File: src/sv/pts_pkg.sv
// ----------------------------------------------------------------------------
// pts_pkg: shared types and constants for the two-square split block
// Widths, status codes, datapath operation codes and the command/status
// structs passed between the controller and the datapath.
// ----------------------------------------------------------------------------
`default_nettype none

package pts_pkg;

    localparam int PRIME_W   = 32;
    localparam int ROOT_W    = 16;
    localparam int TRY_W     = 16;
    localparam int CNT_W     = 5;
    localparam int SQRT_STEPS = PRIME_W / 2;
    localparam logic [TRY_W-1:0] MAX_TRIES_RESET = TRY_W'(256);

    typedef enum logic [1:0] {
        ST_OK      = 2'd0,
        ST_RESIDUE = 2'd1,
        ST_NO_NQR  = 2'd2,
        ST_CHECK   = 2'd3
    } status_t;

    typedef enum logic [4:0] {
        DP_NOP,
        DP_LOAD,
        DP_POW_HALF,
        DP_POW_QTR,
        DP_MUL_AB,
        DP_MUL_BB,
        DP_MUL_STEP,
        DP_WB_ACC,
        DP_WB_BASE,
        DP_NEXT_U,
        DP_SET_X,
        DP_SQRT_P,
        DP_SQRT_R,
        DP_SQRT_STEP,
        DP_WB_IP,
        DP_WB_B,
        DP_DIV_INIT,
        DP_DIV_STEP,
        DP_DIV_WB,
        DP_SQ_A,
        DP_SQ_B,
        DP_OUT_OK,
        DP_OUT_RES,
        DP_OUT_NQR
    } dp_op_t;

    typedef struct packed {
        dp_op_t op;
    } dp_cmd_t;

    typedef struct packed {
        logic res_ok;
        logic tries_left;
        logic e_zero;
        logic e_lsb;
        logic cnt_last;
        logic found;
        logic lo_gt_ip;
    } dp_status_t;

endpackage

`default_nettype wire

File: src/sv/prime_two_square_split.sv
// ----------------------------------------------------------------------------
// prime_two_square_split: splits a prime p = 1 mod 4 into a*a + b*b
// A wrong residue is answered straight after the residue check; otherwise the
// run time grows with the candidates tried and the Euclid steps, and is set
// by the serial modular multiplier, used once or twice per exponent bit.
// Throughput: one word at a time; start is taken only while busy is low.
// The receiver cannot stall: done pulses for one cycle with the result.
// Reset (rst_n, async, active low) returns to idle and max_tries to 256.
// ----------------------------------------------------------------------------
`default_nettype none

module prime_two_square_split (
    input  wire logic                         clk,
    input  wire logic                         rst_n,
    input  wire logic                         start,
    input  wire logic [pts_pkg::PRIME_W-1:0]  prime,
    output logic                              busy,
    output logic                              done,
    output logic [pts_pkg::ROOT_W-1:0]        first_root,
    output logic [pts_pkg::ROOT_W-1:0]        second_root,
    output logic [1:0]                        status,
    input  wire logic                         psel,
    input  wire logic                         penable,
    input  wire logic                         pwrite,
    input  wire logic [2:0]                   paddr,
    input  wire logic [31:0]                  pwdata,
    output logic [31:0]                       prdata,
    output logic                              pready
);
    import pts_pkg::*;

    dp_cmd_t          cmd;
    dp_status_t       stat;
    logic [TRY_W-1:0] max_tries_reg, max_tries_next;
    logic             cfg_wr;

    // write max_tries on the access phase of an APB write
    assign pready         = 1'b1;
    assign cfg_wr         = psel && penable && pwrite && (paddr[2] == 1'b0);
    assign max_tries_next = cfg_wr ? pwdata[TRY_W-1:0] : max_tries_reg;

    always_ff @(posedge clk or negedge rst_n)
    begin
        if (!rst_n)
            max_tries_reg <= MAX_TRIES_RESET;
        else
            max_tries_reg <= max_tries_next;
    end

    assign prdata = (paddr[2] == 1'b0) ? {{(32-TRY_W){1'b0}}, max_tries_reg} : '0;

    pts_ctrl u_ctrl (
        .clk   (clk),
        .rst_n (rst_n),
        .start (start),
        .stat  (stat),
        .cmd   (cmd),
        .busy  (busy),
        .done  (done)
    );

    pts_dp u_dp (
        .clk         (clk),
        .cmd         (cmd),
        .prime       (prime),
        .max_tries   (max_tries_reg),
        .stat        (stat),
        .first_root  (first_root),
        .second_root (second_root),
        .status      (status)
    );

endmodule

`default_nettype wire

File: src/sv/pts_dp.sv
// ----------------------------------------------------------------------------
// pts_dp: datapath of the two-square split block
// Serial modular multiplier, restoring divider, bit-pair square root and a
// 16x16 squarer, each stepped one operation per cycle by the controller.
// ----------------------------------------------------------------------------
`default_nettype none

module pts_dp (
    input  wire logic                         clk,
    input  wire pts_pkg::dp_cmd_t             cmd,
    input  wire logic [pts_pkg::PRIME_W-1:0]  prime,
    input  wire logic [pts_pkg::TRY_W-1:0]    max_tries,
    output pts_pkg::dp_status_t               stat,
    output logic [pts_pkg::ROOT_W-1:0]        first_root,
    output logic [pts_pkg::ROOT_W-1:0]        second_root,
    output logic [1:0]                        status
);
    import pts_pkg::*;

    logic [PRIME_W-1:0] p_reg, p_next;
    logic [PRIME_W-1:0] u_reg, u_next;
    logic [TRY_W-1:0]   t_reg, t_next;
    logic [PRIME_W-1:0] acc_reg, acc_next;
    logic [PRIME_W-1:0] base_reg, base_next;
    logic [PRIME_W-1:0] e_reg, e_next;
    logic [PRIME_W-1:0] mx_reg, mx_next;
    logic [PRIME_W-1:0] my_reg, my_next;
    logic [PRIME_W-1:0] macc_reg, macc_next;
    logic [CNT_W-1:0]   cnt_reg, cnt_next;
    logic [PRIME_W-1:0] hi_reg, hi_next;
    logic [PRIME_W-1:0] lo_reg, lo_next;
    logic [PRIME_W-1:0] rem_reg, rem_next;
    logic [PRIME_W-1:0] sv_reg, sv_next;
    logic [PRIME_W-1:0] sres_reg, sres_next;
    logic [PRIME_W-1:0] sbit_reg, sbit_next;
    logic [ROOT_W-1:0]  ip_reg, ip_next;
    logic [ROOT_W-1:0]  a_reg, a_next;
    logic [ROOT_W-1:0]  b_reg, b_next;
    logic [PRIME_W-1:0] asq_reg, asq_next;
    logic [PRIME_W-1:0] bsq_reg, bsq_next;
    logic [ROOT_W-1:0]  ra_reg, ra_next;
    logic [ROOT_W-1:0]  rb_reg, rb_next;
    logic [1:0]         rs_reg, rs_next;

    logic               p_is_one;
    logic [PRIME_W:0]   dbl, dbl_red, addv, addv_red;
    logic [PRIME_W:0]   dshift;
    logic [PRIME_W:0]   strial;
    logic [PRIME_W-1:0] u_inc;
    logic [PRIME_W-1:0] neg_r;
    logic [PRIME_W:0]   sq_sum;
    logic               check_ok;

    assign p_is_one = (p_reg == PRIME_W'(1));

    // modular double-and-add step of the serial multiplier
    always_comb
    begin
        dbl      = {macc_reg, 1'b0};
        dbl_red  = (dbl >= {1'b0, p_reg}) ? dbl - {1'b0, p_reg} : dbl;
        addv     = dbl_red + {1'b0, mx_reg};
        addv_red = (addv >= {1'b0, p_reg}) ? addv - {1'b0, p_reg} : addv;
    end

    // restoring divider and square root trial values
    assign dshift = {rem_reg, hi_reg[cnt_reg]};
    assign strial = {1'b0, sres_reg} + {1'b0, sbit_reg};

    assign u_inc    = u_reg + PRIME_W'(1);
    assign neg_r    = p_reg - acc_reg;
    assign sq_sum   = {1'b0, asq_reg} + {1'b0, bsq_reg};
    assign check_ok = (sq_sum == {1'b0, p_reg});

    // status to the controller
    always_comb
    begin
        stat.res_ok     = (p_reg[1:0] == 2'b01);
        stat.tries_left = (t_reg < max_tries);
        stat.e_zero     = (e_reg == '0);
        stat.e_lsb      = e_reg[0];
        stat.cnt_last   = (cnt_reg == '0);
        stat.found      = p_is_one ||
                          ((u_reg != '0) && (acc_reg == p_reg - PRIME_W'(1)));
        stat.lo_gt_ip   = (lo_reg > {{(PRIME_W-ROOT_W){1'b0}}, ip_reg});
    end

    // decode the operation of this cycle
    always_comb
    begin
        p_next    = p_reg;    u_next    = u_reg;    t_next    = t_reg;
        acc_next  = acc_reg;  base_next = base_reg; e_next    = e_reg;
        mx_next   = mx_reg;   my_next   = my_reg;   macc_next = macc_reg;
        cnt_next  = cnt_reg;  hi_next   = hi_reg;   lo_next   = lo_reg;
        rem_next  = rem_reg;  sv_next   = sv_reg;   sres_next = sres_reg;
        sbit_next = sbit_reg; ip_next   = ip_reg;   a_next    = a_reg;
        b_next    = b_reg;    asq_next  = asq_reg;  bsq_next  = bsq_reg;
        ra_next   = ra_reg;   rb_next   = rb_reg;   rs_next   = rs_reg;
        case (cmd.op)
            DP_LOAD:
            begin
                p_next = prime;
                u_next = (prime == PRIME_W'(1)) ? '0 : PRIME_W'(2);
                t_next = '0;
            end
            DP_POW_HALF, DP_POW_QTR:
            begin
                acc_next  = p_is_one ? '0 : PRIME_W'(1);
                base_next = u_reg;
                e_next    = (cmd.op == DP_POW_HALF) ? (p_reg - PRIME_W'(1)) >> 1
                                                    : (p_reg - PRIME_W'(1)) >> 2;
            end
            DP_MUL_AB:
            begin
                mx_next   = acc_reg;
                my_next   = base_reg;
                macc_next = '0;
                cnt_next  = CNT_W'(PRIME_W - 1);
            end
            DP_MUL_BB:
            begin
                mx_next   = base_reg;
                my_next   = base_reg;
                macc_next = '0;
                cnt_next  = CNT_W'(PRIME_W - 1);
            end
            DP_MUL_STEP:
            begin
                macc_next = my_reg[cnt_reg] ? addv_red[PRIME_W-1:0]
                                            : dbl_red[PRIME_W-1:0];
                cnt_next  = cnt_reg - CNT_W'(1);
            end
            DP_WB_ACC:
                acc_next = macc_reg;
            DP_WB_BASE:
            begin
                base_next = macc_reg;
                e_next    = e_reg >> 1;
            end
            DP_NEXT_U:
            begin
                u_next = (u_inc == p_reg) ? '0 : u_inc;
                t_next = t_reg + TRY_W'(1);
            end
            DP_SET_X:
            begin
                hi_next = p_reg;
                lo_next = (acc_reg > neg_r) ? acc_reg : neg_r;
            end
            DP_SQRT_P, DP_SQRT_R:
            begin
                sv_next   = (cmd.op == DP_SQRT_P) ? p_reg : p_reg - asq_reg;
                sres_next = '0;
                sbit_next = PRIME_W'(1) << (PRIME_W - 2);
                cnt_next  = CNT_W'(SQRT_STEPS - 1);
            end
            DP_SQRT_STEP:
            begin
                if ({1'b0, sv_reg} >= strial)
                begin
                    sv_next   = sv_reg - strial[PRIME_W-1:0];
                    sres_next = (sres_reg >> 1) + sbit_reg;
                end
                else
                begin
                    sres_next = sres_reg >> 1;
                end
                sbit_next = sbit_reg >> 2;
                cnt_next  = cnt_reg - CNT_W'(1);
            end
            DP_WB_IP:
                ip_next = sres_reg[ROOT_W-1:0];
            DP_WB_B:
                b_next = sres_reg[ROOT_W-1:0];
            DP_DIV_INIT:
            begin
                rem_next = '0;
                cnt_next = CNT_W'(PRIME_W - 1);
            end
            DP_DIV_STEP:
            begin
                rem_next = (dshift >= {1'b0, lo_reg})
                         ? PRIME_W'(dshift - {1'b0, lo_reg}) : dshift[PRIME_W-1:0];
                cnt_next = cnt_reg - CNT_W'(1);
            end
            DP_DIV_WB:
            begin
                hi_next = lo_reg;
                lo_next = rem_reg;
            end
            DP_SQ_A:
            begin
                a_next   = lo_reg[ROOT_W-1:0];
                asq_next = lo_reg[ROOT_W-1:0] * lo_reg[ROOT_W-1:0];
            end
            DP_SQ_B:
                bsq_next = b_reg * b_reg;
            DP_OUT_OK:
            begin
                ra_next = check_ok ? a_reg : '0;
                rb_next = check_ok ? b_reg : '0;
                rs_next = check_ok ? ST_OK : ST_CHECK;
            end
            DP_OUT_RES:
            begin
                ra_next = '0;
                rb_next = '0;
                rs_next = ST_RESIDUE;
            end
            DP_OUT_NQR:
            begin
                ra_next = '0;
                rb_next = '0;
                rs_next = ST_NO_NQR;
            end
            default:
            begin
            end
        endcase
    end

    // hold datapath registers
    always_ff @(posedge clk)
    begin
        p_reg    <= p_next;    u_reg    <= u_next;    t_reg    <= t_next;
        acc_reg  <= acc_next;  base_reg <= base_next; e_reg    <= e_next;
        mx_reg   <= mx_next;   my_reg   <= my_next;   macc_reg <= macc_next;
        cnt_reg  <= cnt_next;  hi_reg   <= hi_next;   lo_reg   <= lo_next;
        rem_reg  <= rem_next;  sv_reg   <= sv_next;   sres_reg <= sres_next;
        sbit_reg <= sbit_next; ip_reg   <= ip_next;   a_reg    <= a_next;
        b_reg    <= b_next;    asq_reg  <= asq_next;  bsq_reg  <= bsq_next;
        ra_reg   <= ra_next;   rb_reg   <= rb_next;   rs_reg   <= rs_next;
    end

    assign first_root  = ra_reg;
    assign second_root = rb_reg;
    assign status      = rs_reg;

endmodule

`default_nettype wire

File: src/sv/pts_ctrl.sv
// ----------------------------------------------------------------------------
// pts_ctrl: controller of the two-square split block
// Sequences the residue test, non-residue search, exponentiations, square
// roots and Euclid chain, issuing at most one datapath operation per cycle.
// ----------------------------------------------------------------------------
`default_nettype none

module pts_ctrl (
    input  wire logic                 clk,
    input  wire logic                 rst_n,
    input  wire logic                 start,
    input  wire pts_pkg::dp_status_t  stat,
    output pts_pkg::dp_cmd_t          cmd,
    output logic                      busy,
    output logic                      done
);
    import pts_pkg::*;

    typedef enum logic [27:0] {
        S_IDLE    = 28'h0000001,
        S_RES_CHK = 28'h0000002,
        S_TRY_CHK = 28'h0000004,
        S_POW_INI = 28'h0000008,
        S_POW_CHK = 28'h0000010,
        S_AB_SET  = 28'h0000020,
        S_AB_RUN  = 28'h0000040,
        S_AB_WB   = 28'h0000080,
        S_BB_SET  = 28'h0000100,
        S_BB_RUN  = 28'h0000200,
        S_BB_WB   = 28'h0000400,
        S_EVAL    = 28'h0000800,
        S_NEXT_U  = 28'h0001000,
        S_SP_SET  = 28'h0002000,
        S_SP_RUN  = 28'h0004000,
        S_SP_WB   = 28'h0008000,
        S_EU_CHK  = 28'h0010000,
        S_DIV_SET = 28'h0020000,
        S_DIV_RUN = 28'h0040000,
        S_DIV_WB  = 28'h0080000,
        S_SQ_A    = 28'h0100000,
        S_SR_SET  = 28'h0200000,
        S_SR_RUN  = 28'h0400000,
        S_SR_WB   = 28'h0800000,
        S_SQ_B    = 28'h1000000,
        S_FIN_OK  = 28'h2000000,
        S_FIN_RES = 28'h4000000,
        S_FIN_NQR = 28'h8000000
    } state_t;

    state_t state_reg, state_next;
    logic   phase_reg, phase_next;
    logic   done_reg, done_next;

    // next state and datapath operation
    always_comb
    begin
        state_next = state_reg;
        phase_next = phase_reg;
        cmd.op     = DP_NOP;
        case (state_reg)
            S_IDLE:
                if (start)
                begin
                    cmd.op     = DP_LOAD;
                    phase_next = 1'b0;
                    state_next = S_RES_CHK;
                end
            S_RES_CHK:
                state_next = stat.res_ok ? S_TRY_CHK : S_FIN_RES;
            S_TRY_CHK:
                state_next = stat.tries_left ? S_POW_INI : S_FIN_NQR;
            S_POW_INI:
            begin
                cmd.op     = phase_reg ? DP_POW_QTR : DP_POW_HALF;
                state_next = S_POW_CHK;
            end
            S_POW_CHK:
                if (stat.e_zero)
                    state_next = S_EVAL;
                else
                    state_next = stat.e_lsb ? S_AB_SET : S_BB_SET;
            S_AB_SET:
            begin
                cmd.op     = DP_MUL_AB;
                state_next = S_AB_RUN;
            end
            S_AB_RUN:
            begin
                cmd.op = DP_MUL_STEP;
                if (stat.cnt_last)
                    state_next = S_AB_WB;
            end
            S_AB_WB:
            begin
                cmd.op     = DP_WB_ACC;
                state_next = S_BB_SET;
            end
            S_BB_SET:
            begin
                cmd.op     = DP_MUL_BB;
                state_next = S_BB_RUN;
            end
            S_BB_RUN:
            begin
                cmd.op = DP_MUL_STEP;
                if (stat.cnt_last)
                    state_next = S_BB_WB;
            end
            S_BB_WB:
            begin
                cmd.op     = DP_WB_BASE;
                state_next = S_POW_CHK;
            end
            S_EVAL:
                if (phase_reg)
                begin
                    cmd.op     = DP_SET_X;
                    state_next = S_SP_SET;
                end
                else if (stat.found)
                begin
                    phase_next = 1'b1;
                    state_next = S_POW_INI;
                end
                else
                begin
                    state_next = S_NEXT_U;
                end
            S_NEXT_U:
            begin
                cmd.op     = DP_NEXT_U;
                state_next = S_TRY_CHK;
            end
            S_SP_SET:
            begin
                cmd.op     = DP_SQRT_P;
                state_next = S_SP_RUN;
            end
            S_SP_RUN:
            begin
                cmd.op = DP_SQRT_STEP;
                if (stat.cnt_last)
                    state_next = S_SP_WB;
            end
            S_SP_WB:
            begin
                cmd.op     = DP_WB_IP;
                state_next = S_EU_CHK;
            end
            S_EU_CHK:
                state_next = stat.lo_gt_ip ? S_DIV_SET : S_SQ_A;
            S_DIV_SET:
            begin
                cmd.op     = DP_DIV_INIT;
                state_next = S_DIV_RUN;
            end
            S_DIV_RUN:
            begin
                cmd.op = DP_DIV_STEP;
                if (stat.cnt_last)
                    state_next = S_DIV_WB;
            end
            S_DIV_WB:
            begin
                cmd.op     = DP_DIV_WB;
                state_next = S_EU_CHK;
            end
            S_SQ_A:
            begin
                cmd.op     = DP_SQ_A;
                state_next = S_SR_SET;
            end
            S_SR_SET:
            begin
                cmd.op     = DP_SQRT_R;
                state_next = S_SR_RUN;
            end
            S_SR_RUN:
            begin
                cmd.op = DP_SQRT_STEP;
                if (stat.cnt_last)
                    state_next = S_SR_WB;
            end
            S_SR_WB:
            begin
                cmd.op     = DP_WB_B;
                state_next = S_SQ_B;
            end
            S_SQ_B:
            begin
                cmd.op     = DP_SQ_B;
                state_next = S_FIN_OK;
            end
            S_FIN_OK:
            begin
                cmd.op     = DP_OUT_OK;
                state_next = S_IDLE;
            end
            S_FIN_RES:
            begin
                cmd.op     = DP_OUT_RES;
                state_next = S_IDLE;
            end
            S_FIN_NQR:
            begin
                cmd.op     = DP_OUT_NQR;
                state_next = S_IDLE;
            end
            default:
                state_next = S_IDLE;
        endcase
    end

    // strobe the word in the same cycle as the result registers show it
    assign done_next = (state_reg == S_FIN_OK) || (state_reg == S_FIN_RES) ||
                       (state_reg == S_FIN_NQR);

    always_ff @(posedge clk or negedge rst_n)
    begin
        if (!rst_n)
        begin
            state_reg <= S_IDLE;
            phase_reg <= 1'b0;
            done_reg  <= 1'b0;
        end
        else
        begin
            state_reg <= state_next;
            phase_reg <= phase_next;
            done_reg  <= done_next;
        end
    end

    assign busy = (state_reg != S_IDLE);
    assign done = done_reg;

endmodule

`default_nettype wire

File: config.mk
export PLATFORM = sky130hd
export DESIGN_NAME = prime_two_square_split
export DESIGN_NICKNAME = d
export VERILOG_FILES = /design/src/sv/pts_pkg.sv /design/src/sv/prime_two_square_split.sv /design/src/sv/pts_dp.sv /design/src/sv/pts_ctrl.sv
export SDC_FILE = /design/constraint.sdc
export NUM_CORES = 2
export LEC_CHECK = 0
export CORE_UTILIZATION = 44
export DETAILED_ROUTE_END_ITERATION = 7
export DONT_BUFFER_PORTS = 1
export SYNTH_ARGS = -nofsm -noshare
export SYNTH_HDL_FRONTEND = slang
export SYNTH_SLANG_ARGS = --single-unit
File: constraint.sdc
create_clock -name clk -period 11.35 [get_ports clk]
set_input_delay 2.27 -clock clk [delete_from_list [all_inputs] [get_ports clk]]
set_output_delay 2.27 -clock clk [all_outputs]
set_load 0.01 [all_outputs]
After elaboration in Yosys (flattened, before gate mapping) --
Cells that the tools add are included.
Cells by class: add/subtract/negate cells 14, multiply operators 2, $lt $le $gt $ge 8, equality and inequality tests 65, multiplexer cells 59, bitwise gates (word level) 1, reductions and logical operators 35
Operators with widths (count):
- 32-bit case mux with 2 select lines | 12
- 28-bit case mux with 23 select lines | 1
- 32-bit two-way mux | 8
- 28-bit two-way mux | 9
- 32-bit subtractor | 5
- 5-bit case mux with 22 select lines | 1
- 33-bit by 32-bit greater-or-equal comparator with 1-bit output | 3
- 16-bit case mux with 2 select lines | 3
- 32-bit by 32-bit adder with 33-bit output | 2
- 32-bit by 1-bit == test with 1-bit output (second input constant) | 2
- 32-bit == test | 2
- 16-bit by 16-bit multiplier with 32-bit output | 2
- 16-bit two-way mux | 3
- 5-bit by 4-bit == test with 1-bit output (second input constant) | 8
- 5-bit == test (second input constant) | 8
- 33-bit by 32-bit adder with 33-bit output | 1
- 33-bit by 32-bit == test with 1-bit output | 1
- 32-bit by 33-bit greater-or-equal comparator with 1-bit output | 1
- 33-bit two-way mux | 1
- 33-bit by 32-bit subtractor with 33-bit output | 1
- 31-bit by 32-bit adder with 32-bit output | 1
- 32-bit by 1-bit adder with 32-bit output (second input constant) | 1
- 32-bit by 16-bit > comparator with 1-bit output | 1
- 32-bit > comparator | 1
- other kinds (64) | 106
Storage, ports and cells: register bits 661, input port bits 73

Logic depth before layout (Yosys ltp) --
depth in word-level cells 7, mapped depth 37

Cells and area by module --
Synthesis repeated with hierarchy kept, for this count alone.
Second synthesis, totals: cell total of the unflattened synthesis 6187, area, all modules 59962.5 um2
Modules (own cells, without submodules):
- pts_dp | instances 1, cells each 5916, area an instance 57173.6 um2
- pts_ctrl | instances 1, cells each 201, area an instance 1888.1 um2
- prime_two_square_split | instances 1, cells each 70, area an instance 900.9 um2

Worst setup path before layout --
OpenSTA, ideal clock, no wires.
path kind input to register, from input port start, to register u_dp.hi_reg[0], enable pin, setup time 0.644 ns, arrival time 10.042 ns, data required time 10.706 ns, setup slack 0.664 ns, cell stages on the path 7, buffers on the path 1, path through and4b_1 nor2_1 o2111ai_1 or4_1 buf_4 nand2b_1 nor4_1
Between the ends: cells in the longest elaborated chain, start to end 4, elaborated cells on any way between the ends 5, those cells by class 2 x eq/ne; 2 x mux; 1 x reduce/logical
Ends and longest elaborated chain:
- start: declaration | line prime_two_square_split.sv:15 | input wire logic start,
- 1-bit two-way mux (*) | line pts_ctrl.sv:62 | if (start)
- 5-bit case mux with 22 select lines (*) | line pts_ctrl.sv:60 | case (state_reg)
- 5-bit by 4-bit == test with 1-bit output or 5-bit == test (tied branches) | line pts_dp.sv:98 | case (cmd.op)
- 2-bit nonzero test (no source line) (*)
- end signal: assignment | line pts_dp.sv:227 | cnt_reg <= cnt_next; hi_reg <= hi_next; lo_reg <= lo_next;
- end: declaration | line pts_dp.sv:30 | logic [PRIME_W-1:0] hi_reg, hi_next;
Every way passes the cells marked *; elsewhere a longest branch is shown, timed or not. A chain may end at the register's enable or synchronous reset.

Worst setup path after layout --
from register u_dp.p_reg[28], to register u_dp.macc_reg[1], data pin
Between the ends: cells in the longest elaborated chain, start to end 7, elaborated cells on any way between the ends 9, those cells by class 3 x add/sub; 2 x order compare; 4 x mux
Ends and longest elaborated chain:
- start: declaration | line pts_dp.sv:20 | logic [PRIME_W-1:0] p_reg, p_next;
- start signal: assignment | line pts_dp.sv:224 | p_reg <= p_next; u_reg <= u_next; t_reg <= t_next;
- 33-bit by 32-bit subtractor with 33-bit output or 33-bit by 32-bit greater-or-equal comparator with 1-bit output (tied branches) | line pts_dp.sv:60 | dbl_red = (dbl >= {1'b0, p_reg}) ? dbl - {1'b0, p_reg} : dbl;
- 33-bit two-way mux | line pts_dp.sv:60
- 33-bit by 32-bit adder with 33-bit output | line pts_dp.sv:61 | addv = dbl_red + {1'b0, mx_reg};
- 33-bit by 32-bit greater-or-equal comparator with 1-bit output or 32-bit subtractor (tied branches) | line pts_dp.sv:62 | addv_red = (addv >= {1'b0, p_reg}) ? addv - {1'b0, p_reg} : addv;
- 32-bit two-way mux | line pts_dp.sv:62
- 32-bit two-way mux (*) | line pts_dp.sv:128 | macc_next = my_reg[cnt_reg] ? addv_red[PRIME_W-1:0]
- 32-bit case mux with 2 select lines (*) | line pts_dp.sv:98
- end signal: assignment | line pts_dp.sv:226 | mx_reg <= mx_next; my_reg <= my_next; macc_reg <= macc_next;
- end: declaration | line pts_dp.sv:28 | logic [PRIME_W-1:0] macc_reg, macc_next;
Marked as above.

==> out/metrics.yaml <==
status: "complete, no violations"
synth.cell_area_um2: 59930
yosys_warnings: 0
finalNetCount: 7300
synth-simple-area-share: 0.1530
grt_antenna_before_repair: 13
wirelength_um: 192200
hpwl_um: 148100
power.density_nw_per_um2: 151.5
yosys.area_share.adder: 0.2275
cp-start-kind: "flip-flop"
via_per_inst: 5.813
cts.clk_slew.worst_paths_ps: 60
synth.area.mux_share: 0.02622
max_freq_mhz: 101.0
power.share.switching: 0.3957
fin_crit_ps: 9900
synth_edf_count: 595
cts_setup_buffers: 0
vias: 47600
core_um2: 135300
cts_resized: 0
drive_gt1_frac: 0.05935
critPathCaptureType: "flip-flop"
grt_usage: 0.2794
finalSetupViolCount: 0
setup-tns-final_ps: 0
grt_overflow: 0
hold_buffers: 0
combPwrFrac: 0.443
worst_slew_pin_slew_ps: 1189
hold_path_class: "reg2reg"
switching_power_w: 0.003879
maxCapViolations: 0
die_x_um: 371.0
post_drt_wl_per_cell_um: 23.47
grt_pass1_wl_um: 287600
cts-root-buf: "clkbuf_16"
max_stage_delay_ps: 1050
skew_ps: 39.33
synth_top_family_by_area: "adder cells"
async_flop_share: 0.07176
fin_area_um2: 64690
cts_tree: "done"
seq_power_share: 0.294
finalHoldViolCount: 0
synthXorXnorAreaFrac: 0.07157
vdd_ir_drop_max_uv: 167.9
htreeDepth: 3
ys_seq_area_frac: 0.3174
ys_seq_elements: 641
p_leak_nw: 27.27
area_growth_pct: 7.942
numPortBuffers: 0
final-max-slew-violation-count: 0
cp_data_arrival_time_ps: 10300
drt_first_pass_iters: 6
io_pins: 142
dpl.cell_count: 8038
path_class: "reg2reg"
synth_compound_area_frac: 0.1434
initial_core_util: 0.4429
cts_buffers: 79
synthCells: 6373
die_area_um2: 137700
grt_pass1_vias: 46050
clkPwrFrac: 0.264
intPower_w: 0.005922
fin_cells: 8189
dpl_cell_area_um2: 62080
num_rows: 135
crit_slowest_cell: "a2111oi_0"
cp.required_ps: 11750
gp_congestion: 1.019
drc: 0
die_y_um: 371.0
nFillCells: 12820
synth_cell_type_count: 93
ant_nets: 0
dr.first_iter.drc_count: 5042
clk_path_buf_depth: 3
avgSynthCellArea_um2: 9.403
post-route-period-util: 0.8722
worst-path-max-fanout: 25
grt_max_degree: 119
timing.slew.headroom: 0.1869
clk_latency_ps: 690
post-route-util: 0.4781
ys.flop_type: "edfxtp_1"
cts.sinks: 641
rsz0062_at_grt: "false"
## kinds of logic after synthesis
logic type               Yosys count
AO/OA/AOI/OAI                   1360
flip-flops                       641
adder cells (fa/ha/maj)          889
AND/OR/NAND/NOR                 1921
XOR/XNOR                         488
other                              2
multiplexers                     124
buffers and inverters            948
## Yosys cell counts (all sizes together) (63+ instances only)
library cell	number	area [um2]
nand3	111	555.5
ha	555	6944
and2	121	757.0
o21a	63	473.0
nand4	74	462.9
a21oi	401	2007
mux2	64	720.7
nand2	601	2256
clkbuf	185	694.4
nor3	121	605.6
o21ai	327	1640
and3	81	506.7
xor2	166	1454
fa	334	6686
xnor2	322	2835
a21o	158	1186
nor2	508	1909
nand2b	69	431.7
edfxtp	595	17870
inv	722	2710
## power groups by stage
stage          Sequential, W  Combinational, W  Clock (W)
2_1_floorplan        0.00288           0.00314          0
3_3_place_gp         0.00292           0.00422          0
3_5_place_dp         0.00292           0.00424          0
4_1_cts              0.00287           0.00426    0.00262
5_1_grt              0.00289           0.00474    0.00271
6_report             0.00288           0.00434    0.00258
## cell usage in the layout (no fill, tap or decap), types with 16 or more instances in the layout
master / count
a211oi_1: 50
a21boi_0: 17
a21o_1: 157
a21oi_1: 400
a31oi_1: 47
and2_1: 120
and3_1: 81
buf_4: 88
clkbuf_16: 83
conb_1: 17
dfrtp_1: 44
edfxtp_1: 595
fa_1: 334
ha_1: 555
inv_1: 717
mux2_2: 64
mux2i_1: 39
mux4_2: 20
nand2_1: 600
nand2b_1: 68
nand3_1: 110
nand3b_1: 16
nand4_1: 74
nor2_1: 507
nor2b_1: 52
nor3_1: 121
nor4_1: 57
o211a_1: 20
o211ai_1: 45
o21a_1: 63
o21ai_0: 323
o21bai_1: 60
o31ai_1: 20
or2_2: 18
or3_1: 19
xnor2_1: 320
xor2_1: 166
## metal layers
layer  vias up  wire, um  share of wire  global-route usage
met5         -       117        0.00061                   0
met4        20      5722          0.030             0.07898
met1     23380     85060           0.44              0.3980
met2      1691     82860           0.43              0.4217
li1      22220         -              -                   -
met3       298     18420          0.096             0.06472
## per-stage QoR
| stage | power, W | worst slack [ps] | hold WS, ps |
|---|---|---|---|
| after floorplan | 0.006017 | 664.3 | 420.4 |
| after global placement | 0.007135 | 1613 | 424.7 |
| after detailed placement | 0.007156 | 1728 | 429.6 |
| after CTS | 0.009760 | 1661 | 439.9 |
| after global routing | 0.01033 | 843.5 | 451.4 |
| final | 0.009801 | 1450 | 433.5 |
## final timing paths
| check | to | cells after the start | start | slack (ps) |
|---|---|---|---|---|
| worst min-delay path | u_dp.my_reg[27] | 0 | u_dp.base_reg[27] | 430 |
| max in group asynchronous | max_tries_reg[8] | 0 | rst_n | 9830 |
| worst min register to register | u_dp.my_reg[27] | 0 | u_dp.base_reg[27] | 430 |
| min in group asynchronous | u_ctrl.state_reg[13] | 0 | rst_n | 1270 |
| worst max-delay path | u_dp.macc_reg[1] | 31 | u_dp.p_reg[28] | 1450 |
| worst max register to register | u_dp.macc_reg[1] | 31 | u_dp.p_reg[28] | 1450 |
## final cells by class
| type | count | area (um2) | share of cell area |
|---|---|---|---|
| tap | 1781 | 2228 | 0.03445 |
| clock inverter | 44 | 405.4 | 0.006267 |
| antenna | 5 | 12.51 | 0.0001934 |
| multi-input combinational | 4799 | 37430 | 0.5787 |
| clock buffer | 102 | 2188 | 0.03383 |
| inverter | 729 | 2736 | 0.04230 |
| timing repair buffer | 88 | 660.6 | 0.01021 |
| sequential | 641 | 19020 | 0.2940 |
## critical path, delay by kind of cell, from the launching register on
family / cells / cell delay [ps]
and+or+nand+nor: 6 / 1370
xor gates and xnor gates: 1 / 190
adders and majority gates: 3 / 1080
DFF: 1 / 800
muxes: 1 / 510
buffers and inverters: 4 / 840
AOI/OAI and AO/OA: 16 / 4800
Note: power is estimated with default switching activity, not from simulation.
